## config.mk

```make
export PLATFORM = sky130hd
export DESIGN_NAME = firmware_frame_packer_crc
export DESIGN_NICKNAME = d
export VERILOG_FILES = /design/src/hw/rtl/fwpk_pkg.sv /design/src/hw/rtl/fwpk_front.sv /design/src/hw/rtl/fwpk_queue.sv /design/src/hw/rtl/fwpk_back.sv /design/src/hw/rtl/firmware_frame_packer_crc.sv
export SDC_FILE = /design/constraint.sdc
export NUM_CORES = 1
export LEC_CHECK = 0
export BUFFER_PORTS_ARGS = -buffer_cell sky130_fd_sc_hd__buf_2
export CORE_MARGIN = 2
export CORE_UTILIZATION = 56
export DETAILED_ROUTE_END_ITERATION = 12
export PLACE_DENSITY = 0.84
export SLEW_MARGIN = 10
export SYNTH_ARGS = -nofsm -noshare
export SYNTH_HDL_FRONTEND = slang
export SYNTH_SLANG_ARGS = --single-unit
```

## constraint.sdc

```tcl
create_clock -name i_clk -period 7.33 [get_ports i_clk]
set_input_delay 0.733 -clock i_clk [delete_from_list [all_inputs] [get_ports i_clk]]
set_output_delay 0.733 -clock i_clk [all_outputs]
set_load 0.1 [all_outputs]
```

## src/hw/rtl/fwpk_pkg.sv

```systemverilog
// ----------------------------------------------------------------------------
// fwpk_pkg: shared types and constants of the firmware frame packer
// Frame geometry, CRC-32 constants, the front-to-back command record and the
// bitwise reflected CRC-32 byte update.
// ----------------------------------------------------------------------------
package fwpk_pkg;

    localparam int FRAME_PAYLOAD = 64;                       // 4 .. 128
    localparam int POS_W         = $clog2(FRAME_PAYLOAD + 1);
    localparam int QDEPTH        = 2;                        // command queue depth
    localparam int QPTR_W        = (QDEPTH > 1) ? $clog2(QDEPTH) : 1;
    localparam int QCNT_W        = $clog2(QDEPTH + 1);

    localparam logic [31:0] CRC_POLY_REFL = 32'hEDB8_8320;   // 0x04C11DB7 reflected
    localparam logic [31:0] CRC_INIT      = 32'hFFFF_FFFF;

    // One classified image byte, as handed from the front to the back.
    typedef struct packed {
        logic        hdr;        // frame opens: frame number goes first
        logic [31:0] hdr_num;
        logic [7:0]  data;
        logic        chk;        // frame closes after this byte
        logic [31:0] chk_val;    // negated byte sum
        logic        ends;       // checksum closes the image
        logic [31:0] crc;        // inverted image CRC
        logic        extra;      // trailing empty frame follows
        logic [31:0] extra_num;
    } t_cmd;

    // Reflected CRC-32 update by one byte, one bit per step.
    function automatic logic [31:0] fwpk_crc_byte(input logic [31:0] crc,
                                                  input logic [7:0]  data);
        logic [31:0] c;
        c = crc ^ {24'h0, data};
        for (int k = 0; k < 8; k++) begin
            c = c[0] ? ((c >> 1) ^ CRC_POLY_REFL) : (c >> 1);
        end
        return c;
    endfunction

endpackage

```

## src/hw/rtl/fwpk_front.sv

```systemverilog
// ----------------------------------------------------------------------------
// fwpk_front: input classifier
// Tracks frame number, payload position, negated sum and CRC; turns every
// accepted byte into one command for the back end.
// ----------------------------------------------------------------------------
module fwpk_front
    import fwpk_pkg::*;
(
    input  logic        i_clk,
    input  logic        i_rst_n,
    input  logic        i_accept,
    input  logic [7:0]  i_image_byte,
    input  logic        i_is_last,
    output t_cmd        o_cmd
);

    logic [31:0]      r_frame_count;
    logic [POS_W-1:0] r_pos;
    logic [31:0]      r_neg_sum;     // 0 - running byte sum
    logic [31:0]      r_crc;

    logic [31:0]      n_frame_count;
    logic [POS_W-1:0] n_pos;
    logic [31:0]      n_neg_sum;
    logic [31:0]      n_crc;
    logic             full;
    logic             hdr;

    always_comb begin
        hdr           = (r_pos == '0);
        n_frame_count = r_frame_count + {31'h0, hdr};
        n_pos         = r_pos + POS_W'(1);
        n_neg_sum     = r_neg_sum - {24'h0, i_image_byte};
        n_crc         = fwpk_crc_byte(r_crc, i_image_byte);
        full          = (n_pos == POS_W'(FRAME_PAYLOAD));

        o_cmd.hdr       = hdr;
        o_cmd.hdr_num   = r_frame_count;
        o_cmd.data      = i_image_byte;
        o_cmd.chk       = full | i_is_last;
        o_cmd.chk_val   = n_neg_sum;
        o_cmd.ends      = i_is_last & ~full;
        o_cmd.crc       = ~n_crc;
        o_cmd.extra     = full & i_is_last;
        o_cmd.extra_num = n_frame_count;
    end

    always_ff @(posedge i_clk) begin
        if (!i_rst_n) begin
            r_frame_count <= '0;
            r_pos         <= '0;
            r_neg_sum     <= '0;
            r_crc         <= CRC_INIT;
        end else if (i_accept) begin
            if (i_is_last) begin
                r_frame_count <= '0;
                r_pos         <= '0;
                r_neg_sum     <= '0;
                r_crc         <= CRC_INIT;
            end else if (full) begin
                r_frame_count <= n_frame_count;
                r_pos         <= '0;
                r_neg_sum     <= '0;
                r_crc         <= n_crc;
            end else begin
                r_frame_count <= n_frame_count;
                r_pos         <= n_pos;
                r_neg_sum     <= n_neg_sum;
                r_crc         <= n_crc;
            end
        end
    end

endmodule

```

## src/hw/rtl/fwpk_queue.sv

```systemverilog
// ----------------------------------------------------------------------------
// fwpk_queue: command queue
// Short register FIFO between the classifier and the serializer.
// ----------------------------------------------------------------------------
module fwpk_queue
    import fwpk_pkg::*;
(
    input  logic i_clk,
    input  logic i_rst_n,
    input  logic i_wr,
    input  t_cmd i_wr_cmd,
    output logic o_full,
    input  logic i_rd,
    output t_cmd o_rd_cmd,
    output logic o_valid
);

    t_cmd              r_mem [QDEPTH];
    logic [QPTR_W-1:0] r_wr_ptr;
    logic [QPTR_W-1:0] r_rd_ptr;
    logic [QCNT_W-1:0] r_count;

    function automatic logic [QPTR_W-1:0] ptr_inc(input logic [QPTR_W-1:0] p);
        return (p == QPTR_W'(QDEPTH - 1)) ? '0 : p + QPTR_W'(1);
    endfunction

    assign o_full   = (r_count == QCNT_W'(QDEPTH));
    assign o_valid  = (r_count != '0);
    assign o_rd_cmd = r_mem[r_rd_ptr];

    always_ff @(posedge i_clk) begin
        if (i_wr) begin
            r_mem[r_wr_ptr] <= i_wr_cmd;
        end
    end

    always_ff @(posedge i_clk) begin
        if (!i_rst_n) begin
            r_wr_ptr <= '0;
            r_rd_ptr <= '0;
            r_count  <= '0;
        end else begin
            if (i_wr) begin
                r_wr_ptr <= ptr_inc(r_wr_ptr);
            end
            if (i_rd) begin
                r_rd_ptr <= ptr_inc(r_rd_ptr);
            end
            case ({i_wr, i_rd})
                2'b10:   r_count <= r_count + QCNT_W'(1);
                2'b01:   r_count <= r_count - QCNT_W'(1);
                default: r_count <= r_count;
            endcase
        end
    end

endmodule

```

## src/hw/rtl/fwpk_back.sv

```systemverilog
// ----------------------------------------------------------------------------
// fwpk_back: byte serializer
// Walks each command through its header, data, checksum and trailing-frame
// bytes into the output register, one byte per cycle while it is empty or popped.
// ----------------------------------------------------------------------------
module fwpk_back
    import fwpk_pkg::*;
(
    input  logic        i_clk,
    input  logic        i_rst_n,
    input  t_cmd        i_cmd,
    input  logic        i_cmd_valid,
    output logic        o_cmd_pop,
    input  logic        i_pop,
    output logic        o_out_valid,
    output logic [7:0]  o_frame_byte,
    output logic        o_frame_end,
    output logic        o_image_end,
    output logic [31:0] o_image_crc
);

    typedef enum logic [4:0] {
        S_HDR0, S_HDR1, S_HDR2, S_HDR3,
        S_DATA,
        S_CHK0, S_CHK1, S_CHK2, S_CHK3,
        S_XHDR0, S_XHDR1, S_XHDR2, S_XHDR3,
        S_XCHK0, S_XCHK1, S_XCHK2, S_XCHK3
    } t_step;

    t_step       r_step;
    logic        r_mid;        // head command partly sent
    logic        r_out_valid;
    logic [7:0]  r_frame_byte;
    logic        r_frame_end;
    logic        r_image_end;
    logic [31:0] r_image_crc;

    t_step       cur;
    t_step       nxt;
    logic        done;
    logic        load;
    logic [7:0]  byte_sel;
    logic        fe;
    logic        ie;

    assign load = i_cmd_valid & (~r_out_valid | i_pop);

    always_comb begin
        cur      = r_mid ? r_step : (i_cmd.hdr ? S_HDR0 : S_DATA);
        nxt      = cur;
        done     = 1'b0;
        byte_sel = 8'h00;
        fe       = 1'b0;
        ie       = 1'b0;
        case (cur)
            S_HDR0:  begin byte_sel = i_cmd.hdr_num[31:24]; nxt = S_HDR1; end
            S_HDR1:  begin byte_sel = i_cmd.hdr_num[23:16]; nxt = S_HDR2; end
            S_HDR2:  begin byte_sel = i_cmd.hdr_num[15:8];  nxt = S_HDR3; end
            S_HDR3:  begin byte_sel = i_cmd.hdr_num[7:0];   nxt = S_DATA; end
            S_DATA: begin
                byte_sel = i_cmd.data;
                nxt      = S_CHK0;
                done     = ~i_cmd.chk;
            end
            S_CHK0:  begin byte_sel = i_cmd.chk_val[7:0];   nxt = S_CHK1; end
            S_CHK1:  begin byte_sel = i_cmd.chk_val[15:8];  nxt = S_CHK2; end
            S_CHK2:  begin byte_sel = i_cmd.chk_val[23:16]; nxt = S_CHK3; end
            S_CHK3: begin
                byte_sel = i_cmd.chk_val[31:24];
                fe       = 1'b1;
                ie       = i_cmd.ends;
                nxt      = S_XHDR0;
                done     = ~i_cmd.extra;
            end
            S_XHDR0: begin byte_sel = i_cmd.extra_num[31:24]; nxt = S_XHDR1; end
            S_XHDR1: begin byte_sel = i_cmd.extra_num[23:16]; nxt = S_XHDR2; end
            S_XHDR2: begin byte_sel = i_cmd.extra_num[15:8];  nxt = S_XHDR3; end
            S_XHDR3: begin byte_sel = i_cmd.extra_num[7:0];   nxt = S_XCHK0; end
            S_XCHK0: nxt = S_XCHK1;
            S_XCHK1: nxt = S_XCHK2;
            S_XCHK2: nxt = S_XCHK3;
            S_XCHK3: begin
                fe   = 1'b1;
                ie   = 1'b1;
                done = 1'b1;
            end
            default: done = 1'b1;
        endcase
    end

    assign o_cmd_pop = load & done;

    always_ff @(posedge i_clk) begin
        if (!i_rst_n) begin
            r_step      <= S_HDR0;
            r_mid       <= 1'b0;
            r_out_valid <= 1'b0;
        end else if (load) begin
            r_out_valid  <= 1'b1;
            r_frame_byte <= byte_sel;
            r_frame_end  <= fe;
            r_image_end  <= ie;
            r_image_crc  <= ie ? i_cmd.crc : 32'h0;
            r_mid        <= ~done;
            r_step       <= nxt;
        end else if (i_pop) begin
            r_out_valid <= 1'b0;
        end
    end

    assign o_out_valid  = r_out_valid;
    assign o_frame_byte = r_frame_byte;
    assign o_frame_end  = r_frame_end;
    assign o_image_end  = r_image_end;
    assign o_image_crc  = r_image_crc;

endmodule

```

## src/hw/rtl/firmware_frame_packer_crc.sv

```systemverilog
// ----------------------------------------------------------------------------
// firmware_frame_packer_crc: firmware image framer with image CRC-32
// Cuts an image byte stream into numbered, checksummed frames and reports
// the inverted reflected CRC-32 of the image on the final stream byte.
// ----------------------------------------------------------------------------
// Usage:
//   Input side is a queue write port: an item (one image byte plus the
//   last-byte mark) is taken on a clock edge with push high and full low.
//   Output side is a queue read port: the oldest stream byte sits on the
//   o_ ports while empty is low and leaves on an edge with pop high.
//   Each frame: 4-byte frame number (big-endian), up to FRAME_PAYLOAD image
//   bytes, 4-byte negated byte sum (little-endian). An image ending on a
//   full frame gets one extra empty frame (number plus zero checksum).
//   Path: the first byte of an item is written into the command queue,
//   then loaded into the output register, from which it is popped.
//   Throughput: the classifier takes one item per cycle while the queue
//   has room; the serializer emits one stream byte per cycle while pop
//   drains the output. An item yields 1 to 13 stream bytes: 1 for a
//   mid-frame byte, 5 when it opens a frame, 4 or 12 more when it closes
//   one. The serializer output sets the sustained rate, about 1.13 stream
//   bytes per item at 64-byte frames. With pop low the output register
//   holds, the 2-entry command queue fills, full rises; nothing is dropped.
//   Reset (synchronous, active low) clears frame number, position, sum,
//   CRC, the queue and the output valid flag; an image's last byte does the
//   same to the framing state, so the next image starts at frame zero.
// ----------------------------------------------------------------------------
module firmware_frame_packer_crc
    import fwpk_pkg::*;
(
    input  logic        i_clk,
    input  logic        i_rst_n,
    input  logic        push,
    output logic        full,
    input  logic [7:0]  i_image_byte,
    input  logic        i_is_last,
    output logic        empty,
    input  logic        pop,
    output logic [7:0]  o_frame_byte,
    output logic        o_frame_end,
    output logic        o_image_end,
    output logic [31:0] o_image_crc
);

    t_cmd front_cmd;     // classified item from the front
    t_cmd head_cmd;      // oldest queued command
    logic accept;
    logic q_full;
    logic q_valid;
    logic q_pop;
    logic out_valid;

    // an item goes in whenever the command queue has room
    assign accept = push & ~q_full;
    assign full   = q_full;

    fwpk_front u_front (
        .i_clk        (i_clk),
        .i_rst_n      (i_rst_n),
        .i_accept     (accept),
        .i_image_byte (i_image_byte),
        .i_is_last    (i_is_last),
        .o_cmd        (front_cmd)
    );

    fwpk_queue u_queue (
        .i_clk    (i_clk),
        .i_rst_n  (i_rst_n),
        .i_wr     (accept),
        .i_wr_cmd (front_cmd),
        .o_full   (q_full),
        .i_rd     (q_pop),
        .o_rd_cmd (head_cmd),
        .o_valid  (q_valid)
    );

    // serializer pops the head as its last byte is loaded
    fwpk_back u_back (
        .i_clk        (i_clk),
        .i_rst_n      (i_rst_n),
        .i_cmd        (head_cmd),
        .i_cmd_valid  (q_valid),
        .o_cmd_pop    (q_pop),
        .i_pop        (pop),
        .o_out_valid  (out_valid),
        .o_frame_byte (o_frame_byte),
        .o_frame_end  (o_frame_end),
        .o_image_end  (o_image_end),
        .o_image_crc  (o_image_crc)
    );

    assign empty = ~out_valid;

endmodule
```

After elaboration in Yosys (flattened, before gate mapping) --
Memory sizes are Yosys's and may differ from the RTL's. A register that Yosys moved wholly into a read port is not among the register bits. Cells that the tools add are included.
Word-level totals: flip-flop bits (word level) 156, memory bits (read-only) 0, bits in latches 0, input port bits 13, memories kept 1, RAM bits 280, word-level logic and storage cells 103
Cells by class: add/subtract/negate cells 7, shift operators 0, eq/ne operators 20, bitwise operators 23, multiply operators 0, divide/modulo/power cells 0, order comparisons 0, muxes and demuxes 30, reductions and logical operators 8
Memories:
- u_queue.r_mem | words 2, bits a word 140, read ports 1, clocked after Yosys merged registers in 1, wr ports 1, line fwpk_queue.sv:18 | t_cmd r_mem [QDEPTH];
Operators by type and width (count):
- 32-bit 2-to-1 mux | 12
- 13-bit NOT with 14-bit output | 8
- 8-bit case mux with 13 select lines | 1
- 5-bit case mux with 16 select lines | 1
- 5-bit by 4-bit equality test with 1-bit output (second input constant) | 8
- 32-bit by 1-bit adder with 32-bit output | 1
- 32-bit NOT | 1
- 32-bit by 8-bit subtractor with 32-bit output | 1
- 32-bit by 8-bit XOR with 32-bit output | 1
- 5-bit by 3-bit equality test with 1-bit output (second input constant) | 4
- 7-bit 2-to-1 mux | 2
- 14-bit OR reduction | 1
- 5-bit by 2-bit equality test with 1-bit output (second input constant) | 2
- 1-bit 2-to-1 mux | 9
- 7-bit by 1-bit adder with 7-bit output (second input constant) | 1
- 7-bit equality test (second input constant) | 1
- 7-bit zero test | 1
- 1-bit NOT | 6
- 2-bit nonzero test | 3
- 1-bit AND | 5
- 5-bit by 1-bit equality test with 1-bit output (second input constant) | 1
- 5-bit equality test (second input constant) | 1
- 5-bit zero test | 1
- 5-bit 2-to-1 mux | 1
- 12 further kinds | 15

Depth between registers and ports, before layout --
Gate-level depths: netlist (run 1).
depth in word-level cells 18, depth in mapped cells 12, mapped depth without buffers 12

Hierarchy --
A second synthesis (run 1) with hierarchy kept.
Unflattened totals: cell total of the unflattened synthesis 1529, area, all modules 20126.8 um^2
Modules (own cells, without submodules):
- fwpk_queue | times used 1, cells each 458, area an instance 10727.8 um^2
- fwpk_front | times used 1, cells each 794, area an instance 6446.2 um^2
- fwpk_back | times used 1, cells each 275, area an instance 2935.3 um^2
- firmware_frame_packer_crc | times used 1, cells each 2, area an instance 17.5 um^2

Least setup slack after synthesis (run 1) --
Ideal clock, no wire load.
kind input -> register, start input push, end memory u_queue.r_mem[0][0] in the netlist's numbering (enable), arrival 7.159 ns, stages 5, path buffers 2, slack -0.470 ns, cells stage by stage and2_1 -> clkbuf_1 -> inv_1 -> clkbuf_1 -> nor2_1
Between the ends: cells in the longest elaborated chain, start to end 3
Ends and longest elaborated chain:
- start, declared | line firmware_frame_packer_crc.sv:32 | input logic push,
- 1-bit AND | line firmware_frame_packer_crc.sv:53 | assign accept = push & ~q_full;
- 1-bit 2-to-1 mux | line fwpk_queue.sv:32 | if (i_wr) begin
- 1-bit 2-to-1 mux (implied by the code) | line fwpk_queue.sv:33 | r_mem[r_wr_ptr] <= i_wr_cmd;
- end, declared | line fwpk_queue.sv:18
Every way passes these cells.

==> key figures, run 1 <==
Timing
  – Post-route setup slack: 3.16 ns
  – Unrepaired setup endpoints after global routing: no
  – Worst slew pin tran: 1.24 ns
  – Final Skew: ~0.026 ns
  – Final Setup Violations: 0
  – Relative slew slack: approximately 17%
  – Sum Neg Setup Slack: 0 ns
  – Tmin final: 4.17 ns
  – Max Clk Rate: 0.240 GHz
  – Hold Fails Final Rpt: 0
  – Crit share post-route: 56.8%
  – Max-slew violations: 0

Cells and area
  – Ant diodes: 0
  – Layout Nets: 1565
  – Area Growth Syn to Fin: 10.6%
  – Layout cells sized above 1: roughly 11%
  – Multi-input logic area: roughly 6600 um2
  – # fillers: between 2k and 2.5k
  – Register area: between 10000 and 15000 um2

Floorplan
  – Die H: roughly 190 um
  – Core Footprint: 33400 um2
  – Die area: 35400 um2
  – Initial core utilization: 56.8%
  – Cell row count: 67
  – Num ports: 57
  – DIE WIDTH: roughly 190 um

Setup path
  – Crit path max fanout: 9
  – Crit path kind: flop to flop
  – CP Data Arrival Time: 4.64 ns
  – CP Capture Type: flop
  – Startpoint class of the critical path: flop
  – Data required, critical path: 7.80 ns

Global route
  – Vias in the first global route: about 12k
  – Antenna violations before repair: 0
  – Gr ovfl total: 0
  – GR Util All Layers: 24.6%
  – First-pass GRT wire length: 67.8 mm
  – Largest net degree at the start of global routing: 80

Logic synthesis
  – Seq/Total Area, Yosys: a little over three fifths
  – Average size of a mapped cell: 12.6 um2
  – Post-synth EDFFs: between 300 and 400
  – Synth Instances: 1511
  – FFs w/ async S/R, synth: 0%
  – Synth Cell Area: 19000 um2
  – Yosys top cell area share: 50.9%
  – Top post-synthesis cells by area: edfxtp_1 51%, dfxtp_1 12%, mux2i_1 6.0%, xnor2_1 4.1%, nor2_1 2.6%
  – Synth warn: 0
  – Ys flop type: edfxtp_1
  – Cell variety after synth: 73
  – FF+latch count, synth: 437
  – Yosys top cell by area: edfxtp_1
  – Mapped Nets: approximately 1.5k

CTS
  – Post_cts resized: 0
  – CTS tree: built
  – CTS Buffer Depth: 3
  – CTS Root Cell: clkbuf_16
  – Hold buffer count at cts: 0
  – CTS buffer count: 44
  – # H-tree levels: 2
  – Clock Pin Slew Worst Setup and Hold Paths: 0.06 ns
  – # clock sinks: 437
  – Clock Latency Late Sink: 0.56 ns
  – Setup Buffers After CTS: 0

Drt
  – Vias per cell: between 6 and 7
  – Final wirelength: approximately 44 mm
  – Iteration-0 DRC count of the detailed router: ~1.6k
  – Routed Antenna Nets: 0
  – Per-cell routed wire length: 21.8 um
  – DRC Markers: 0
  – Drt pass-1 iters: 8
  – Via count: 12.7k

Placed design
  – DPL Wire Length: 28.5 mm
  – Port Buf Inserts: 56
  – Worst slack, placed: about 3.2 ns
  – GPL Wtd Cong: slightly above 0.9

Power and ir drop
  – Worst vdd ir: 0.266 mV
  – PD cells: 396 nW/um2
  – Pleak: 7.34 nW

Job
  – Max cap viols: 0

Status
  – Outcome: completed

Min path
  – Hold/Removal Path Class: input port to flop
## cells in the final DEF, fill, tap and decap left out, types with 5 or more instances in the layout
| cell | instances |
|---|---|
| a22o_1 | 11 |
| nand2_1 | 61 |
| o31ai_1 | 10 |
| clkinv_2 | 10 |
| clkinv_1 | 9 |
| nand2b_1 | 34 |
| or3_1 | 17 |
| mux2i_1 | 114 |
| and3_1 | 15 |
| nor3_1 | 31 |
| nor2_1 | 130 |
| edfxtp_1 | 322 |
| nor4_1 | 7 |
| and4_1 | 5 |
| a21oi_1 | 82 |
| o22ai_1 | 31 |
| a22oi_1 | 24 |
| o21ai_0 | 54 |
| a221oi_1 | 7 |
| mux2_2 | 8 |
| xnor2_1 | 90 |
| ha_1 | 14 |
| xor2_1 | 40 |
| nand4_1 | 7 |
| clkbuf_16 | 44 |
| a31oi_1 | 13 |
| a21o_1 | 29 |
| dfxtp_1 | 114 |
| buf_4 | 14 |
| buf_2 | 56 |
| clkbuf_1 | 7 |
| or2_2 | 6 |
| inv_1 | 25 |
| o21a_1 | 5 |
| nand3_1 | 18 |
| or4_1 | 10 |
| o22a_1 | 5 |
| a211o_1 | 5 |
## logic make-up after synthesis
kind of cell               Yosys count  synth area share (%)
and+or+nand+nor                    378                  10.1
buffers and inverters              117                  2.47
DFF                                437                  63.0
muxes                              122                  6.48
xor gates and xnor gates           136                  6.54
AOI/OAI and AO/OA                  306                  10.4
adders and majority gates           15                  1.03
## final cells by class
type                            count  area share, %
Timing Repair Buffer               71           1.93
Inverter                           26          0.464
Clock inverter                     28           1.05
Clock buffer                       54           5.56
Sequential cell                   437           57.0
Multi-Input combinational cell    957           31.4
Tap cell                          448           2.67
## layer usage
layer	vias up	global-route usage [%]	wire [um]
li1	5662	-	-
met1	6130	33.6	17600
met2	742	39.4	20600
met3	121	4.69	4260
met4	0	9.45	1600
met5	-	0	0
## critical path: stages, from the launching register on
cell and delay, ns:
dfxtp_1 0.34, inv_1 0.11, ha_1 0.15, or4b_2 0.58
nor3_1 0.26, ha_1 0.27, ha_1 0.29, and4_1 0.33
nand4b_1 0.41, nor3_2 0.60, nand3_1 0.23, or3_1 0.38
a21oi_1 0.14
## stage by stage
stage | util, % | std cells | power (mW) | area (um2) | hold WS (ns)
floorplan | - | 1511 | 5.53 | 19000 | 0.420
finish | 62.9 | 2021 | 8.32 | 21000 | 0.439
global route | 62.9 | 2021 | 8.62 | 21000 | 0.440
detailed placement | 58.7 | 1939 | 6.16 | 19600 | 0.456
global placement | 58.7 | 1939 | 6.05 | 19600 | 0.448
CTS | 62.9 | 2021 | 8.30 | 21000 | 0.425
## power by group
group / total [mW] / switching, mW / leakage [nW] / internal, mW
Sequential: 3.65 / 0.244 / 3.99 / 3.41
Combinational: 2.51 / 1.76 / 2.67 / 0.753
Clock: 2.15 / 0.933 / 0.680 / 1.21
## registers in the layout, indices dropped and copies added (netlist names), 2 cells and up, named ones only
signal	count
u_back.o_frame_byte	8
u_back.o_image_crc	32
u_queue.r_count	2
u_queue.r_mem	280
u_front.r_pos	7
u_back.r_step	5
u_front.r_frame_count	32
u_front.r_crc	32
u_front.r_neg_sum	32
## cell usage after synthesis (all sizes together) (12+ instances only)
cell type	number
inv	26
edfxtp	322
or3	17
ha	14
nand3	18
nor3	34
clkbuf	64
xnor2	92
buf	27
and3	16
a31oi	13
mux2i	114
nand2	62
xor2	43
o22ai	31
a22oi	24
nand2b	34
a21oi	82
nor2	132
dfxtp	115
o21ai	55
or4	12
a21o	29
## worst paths after layout
kind,slack (ns),from,depth (start not counted),end
worst max-delay path,3.16,u_front.r_pos[0]$_SDFFE_PN0P_,12,u_front.r_frame_count[26]$_SDFFE_PN0P_
worst max register to register,3.16,u_front.r_pos[0]$_SDFFE_PN0P_,12,u_front.r_frame_count[26]$_SDFFE_PN0P_
worst min-delay path,0.44,i_image_byte[0],1,u_queue.r_mem[1][99]$_DFFE_PP_
worst min register to register,0.46,u_front.r_neg_sum[6]$_SDFFE_PN0P_,2,u_front.r_neg_sum[6]$_SDFFE_PN0P_
Note: power is estimated with default switching activity, not from simulation.
==> inputs of run 2 (changes only) <==
--- a/config.mk
+++ b/config.mk
@@ -5,11 +5,12 @@
 export SDC_FILE = /design/constraint.sdc
 export NUM_CORES = 1
 export LEC_CHECK = 0
+export ABC_AREA = 1
 export BUFFER_PORTS_ARGS = -buffer_cell sky130_fd_sc_hd__buf_2
 export CORE_MARGIN = 2
-export CORE_UTILIZATION = 56
+export CORE_UTILIZATION = 57
 export DETAILED_ROUTE_END_ITERATION = 12
-export PLACE_DENSITY = 0.84
+export PLACE_DENSITY = 0.85
 export SLEW_MARGIN = 10
 export SYNTH_ARGS = -nofsm -noshare
 export SYNTH_HDL_FRONTEND = slang
==> constraint.sdc (replaced) <==
create_clock -name i_clk -period 3.8 [get_ports i_clk]
set_input_delay 0.38 -clock i_clk [delete_from_list [all_inputs] [get_ports i_clk]]
set_output_delay 0.38 -clock i_clk [all_outputs]
set_load 0.1 [all_outputs]
==> run 2 against run 1 <==
  * Sequential power is 64% higher
  * Combinational power rose by 14%
  * Final area increased by 7.6%
  * Count of clock-buffer cells in the layout shrank 1
  * Critical endpoint is now u_front.r_frame_count[10]$_SDFFE_PN0P_
  * Largest cell class unchanged
  * Largest power group unchanged
==> key figures, run 2 <==
CTS
  – Post_cts resized: 0
  – # H-tree levels: 2
  – CTS Buffer Depth: 3
  – CTS buffer count: 44
  – # clock sinks: 437
  – Clock Latency Late Sink: 0.56 ns
  – CTS Root Cell: clkbuf_16
  – Clock Pin Slew Worst Setup and Hold Paths: 0.07 ns
  – Hold buffer count at cts: 0
  – Setup Buffers After CTS: 0
  – CTS tree: built

Cells and area
  – Commonest non-fill, non-tap cell in the layout: nand2_1
  – Max FFs per register: 280
  – # fillers: 2738
  – Area Growth Syn to Fin: 10.9%
  – Multi-input logic area: 7440 um2
  – Register area: about 12000 um2
  – Final Cell Area: 22600 um2
  – Register bank with the most flops: u_queue.r_mem
  – Fin cells: 2781
  – Layout cells sized above 1: between 10% and 20%
  – Ant diodes: 0
  – Layout Nets: 2312
  – Most frequent cells in the layout: 888 x nand2_1, 322 x edfxtp_1, 177 x inv_1

Timing
  – Worst slew pin tran: about 1.1 ns
  – Relative slew slack: a little over a quarter
  – Hold Fails Final Rpt: 0
  – Max Clk Rate: roughly 0.34 GHz
  – Final Setup Violations: 0
  – Tmin final: 2.94 ns
  – Crit share post-route: slightly below 80%
  – Sum Neg Setup Slack: 0 ns
  – Unrepaired setup endpoints after global routing: no
  – Max-slew violations: 0
  – Final Skew: about 0.025 ns

Global route
  – Vias in the first global route: 15.0k
  – Largest net degree at the start of global routing: 79
  – Gr ovfl total: 0
  – Antenna violations before repair: 0
  – First-pass GRT wire length: around 80 mm
  – GR Util All Layers: 27.8%

Power and ir drop
  – Clock power share: 32.9%
  – NetSw: a little over 4 mW
  – Internal power: between 9 and 10 mW
  – Reg power frac: 45.4%
  – Worst vdd ir: 0.461 mV
  – Logic pwr share: 21.7%
  – Switching part of the total: 31.5%
  – PD cells: about 600 nW/um2
  – Pleak: 9.34 nW

Floorplan
  – Die H: just under 200 um
  – Num ports: 57
  – Core Footprint: 35400 um2
  – Initial core utilization: 57.6%
  – Cell row count: about 70
  – Die area: 37300 um2
  – DIE WIDTH: 193 um

Setup path
  – WP buf/inv: 3
  – Data required, critical path: 4.26 ns
  – CP peak stage delay: roughly 0.37 ns
  – Crit path from: u_front.r_pos[0]$_SDFFE_PN0P_
  – Worst R2R End: u_front.r_frame_count[10]$_SDFFE_PN0P_
  – CP delay by family, top: simple AND/OR/NAND/NOR gates
  – CP most frequent cell: ha_1
  – R2R cell count: 14
  – Crit path kind: flop to flop
  – Crit-path cells: inv_1, ha_1, nand4_1, nor3_1, buf_4, ha_1, ha_1, nand3_1, inv_1, nand2_1, nor2_2, xor2_1, nand2_1, a21oi_1
  – R2r startpoint: u_front.r_pos[0]$_SDFFE_PN0P_
  – CP Capture Type: flop
  – Crit path max fanout: 6
  – Startpoint class of the critical path: flop
  – Slowest cell on crit path: dfxtp_1
  – CP Data Arrival Time: 3.39 ns
  – R2r setup slk: between 0.8 and 0.9 ns

Drt
  – Final wirelength: 51.4 mm
  – Iteration-0 DRC count of the detailed router: 1905
  – Per-cell routed wire length: approximately 18 um
  – Routed Antenna Nets: 0
  – Vias per cell: 5.67
  – Drt pass-1 iters: 7
  – Via count: approximately 16k
  – DRC Markers: 0

Min path
  – HP Start: i_image_byte[3]
  – Hold/Removal Path Class: input port to flop
  – Hold path cells: 1
  – Hold endpoint: u_queue.r_mem[0][102]$_DFFE_PP_

Placed design
  – DPL Wire Length: 34.6 mm
  – Placed instance count: 2699
  – Placed standard-cell area: around 21000 um2
  – Port Buf Inserts: 56
  – GPL Wtd Cong: 0.919

Logic synthesis
  – Synth warn: 0
  – Cell variety after synth: 45
  – Yosys top cell area share: 47.4%
  – Mapped Nets: 2258
  – Yosys top cell by area: edfxtp_1
  – Synth Cell Area: 20400 um2
  – Leading cell types by count after synthesis: 888 x nand2_1, 322 x edfxtp_1, 179 x inv_1
  – Synth Instances: 2230
  – FFs w/ async S/R, synth: 0%
  – Ys flop type: edfxtp_1
  – FF+latch count, synth: 437
  – Most numerous cell in the Yosys netlist: nand2_1
  – Average size of a mapped cell: 9.15 um2
  – Post-synth EDFFs: 322
  – Top post-synthesis cells by area: edfxtp_1 47%, nand2_1 16%, dfxtp_1 11%, inv_1 3.3%, nand3_1 2.7%
  – Seq/Total Area, Yosys: 58.7%

Job
  – Max cap viols: 0

Status
  – Outcome: completed
## run 2: cell types whose count changed in the layout (fill, tap and decap cells not counted), sizes merged, moves of 20 or more
cell,change
inv,+161
nand3,+96
xnor2,-69
a21oi,+53
a21o,-25
nand2,+852
mux2i,-101
nand2b,-34
a22oi,-20
## run 2: per-stage QoR
stage               util, %  setup slack, ns  total power [mW]  hold slack (ns)
detailed placement     59.8            0.962              8.91            0.458
finish                 63.9            0.864              13.2           0.0865
CTS                    63.9            0.936              13.2           0.0743
global placement       59.8             1.12              8.79            0.455
global route           63.9            0.686              13.7           0.0813
floorplan                 -            0.301              8.14            0.438
## run 2: how the worst max path moves through the flow
stage,end,cells past startpoint
floorplan,u_back.o_frame_byte[0]$_DFFE_PP_,5
global placement,u_queue.r_mem[0][26]$_DFFE_PP_,14
detailed placement,u_front.r_frame_count[16]$_SDFFE_PN0P_,14
CTS,u_front.r_frame_count[10]$_SDFFE_PN0P_,14
global route,u_front.r_frame_count[16]$_SDFFE_PN0P_,14
finish,u_front.r_frame_count[10]$_SDFFE_PN0P_,14
## run 2: cell families after synthesis
logic type | count (synthesis) | share of synthesized area (%)
xor+xnor | 77 | 3.45
fa+ha+maj | 15 | 0.957
simple gates | 1234 | 25.3
mux | 13 | 0.638
flops | 437 | 58.7
compound gates | 199 | 5.93
buf+inv | 255 | 5.02
## run 2: power groups by stage
stage	clock [mW]	sequential, mW	combinational [mW]
finish	4.34	5.99	2.86
global route	4.53	6.04	3.12
CTS	4.36	5.99	2.84
detailed placement	0	6.09	2.82
global placement	0	6.06	2.73
floorplan	0	6.43	1.71
## run 2: layout make-up
class,instances,share of cell area (%)
clock buffer,53,5.15
multi-input combinational,1538,32.9
clock inverter,29,1.21
tap,461,2.55
timing repair buffer,74,2.11
sequential,437,52.9
inverter,189,3.14
## run 2: metal layers
metal,GRT usage (%),vias to the layer above,wire [um]
li1,-,7412,-
met1,37.4,7513,20500
met2,45.5,731,24700
met3,4.67,122,4620
met4,10.0,0,1620
met5,0,-,0
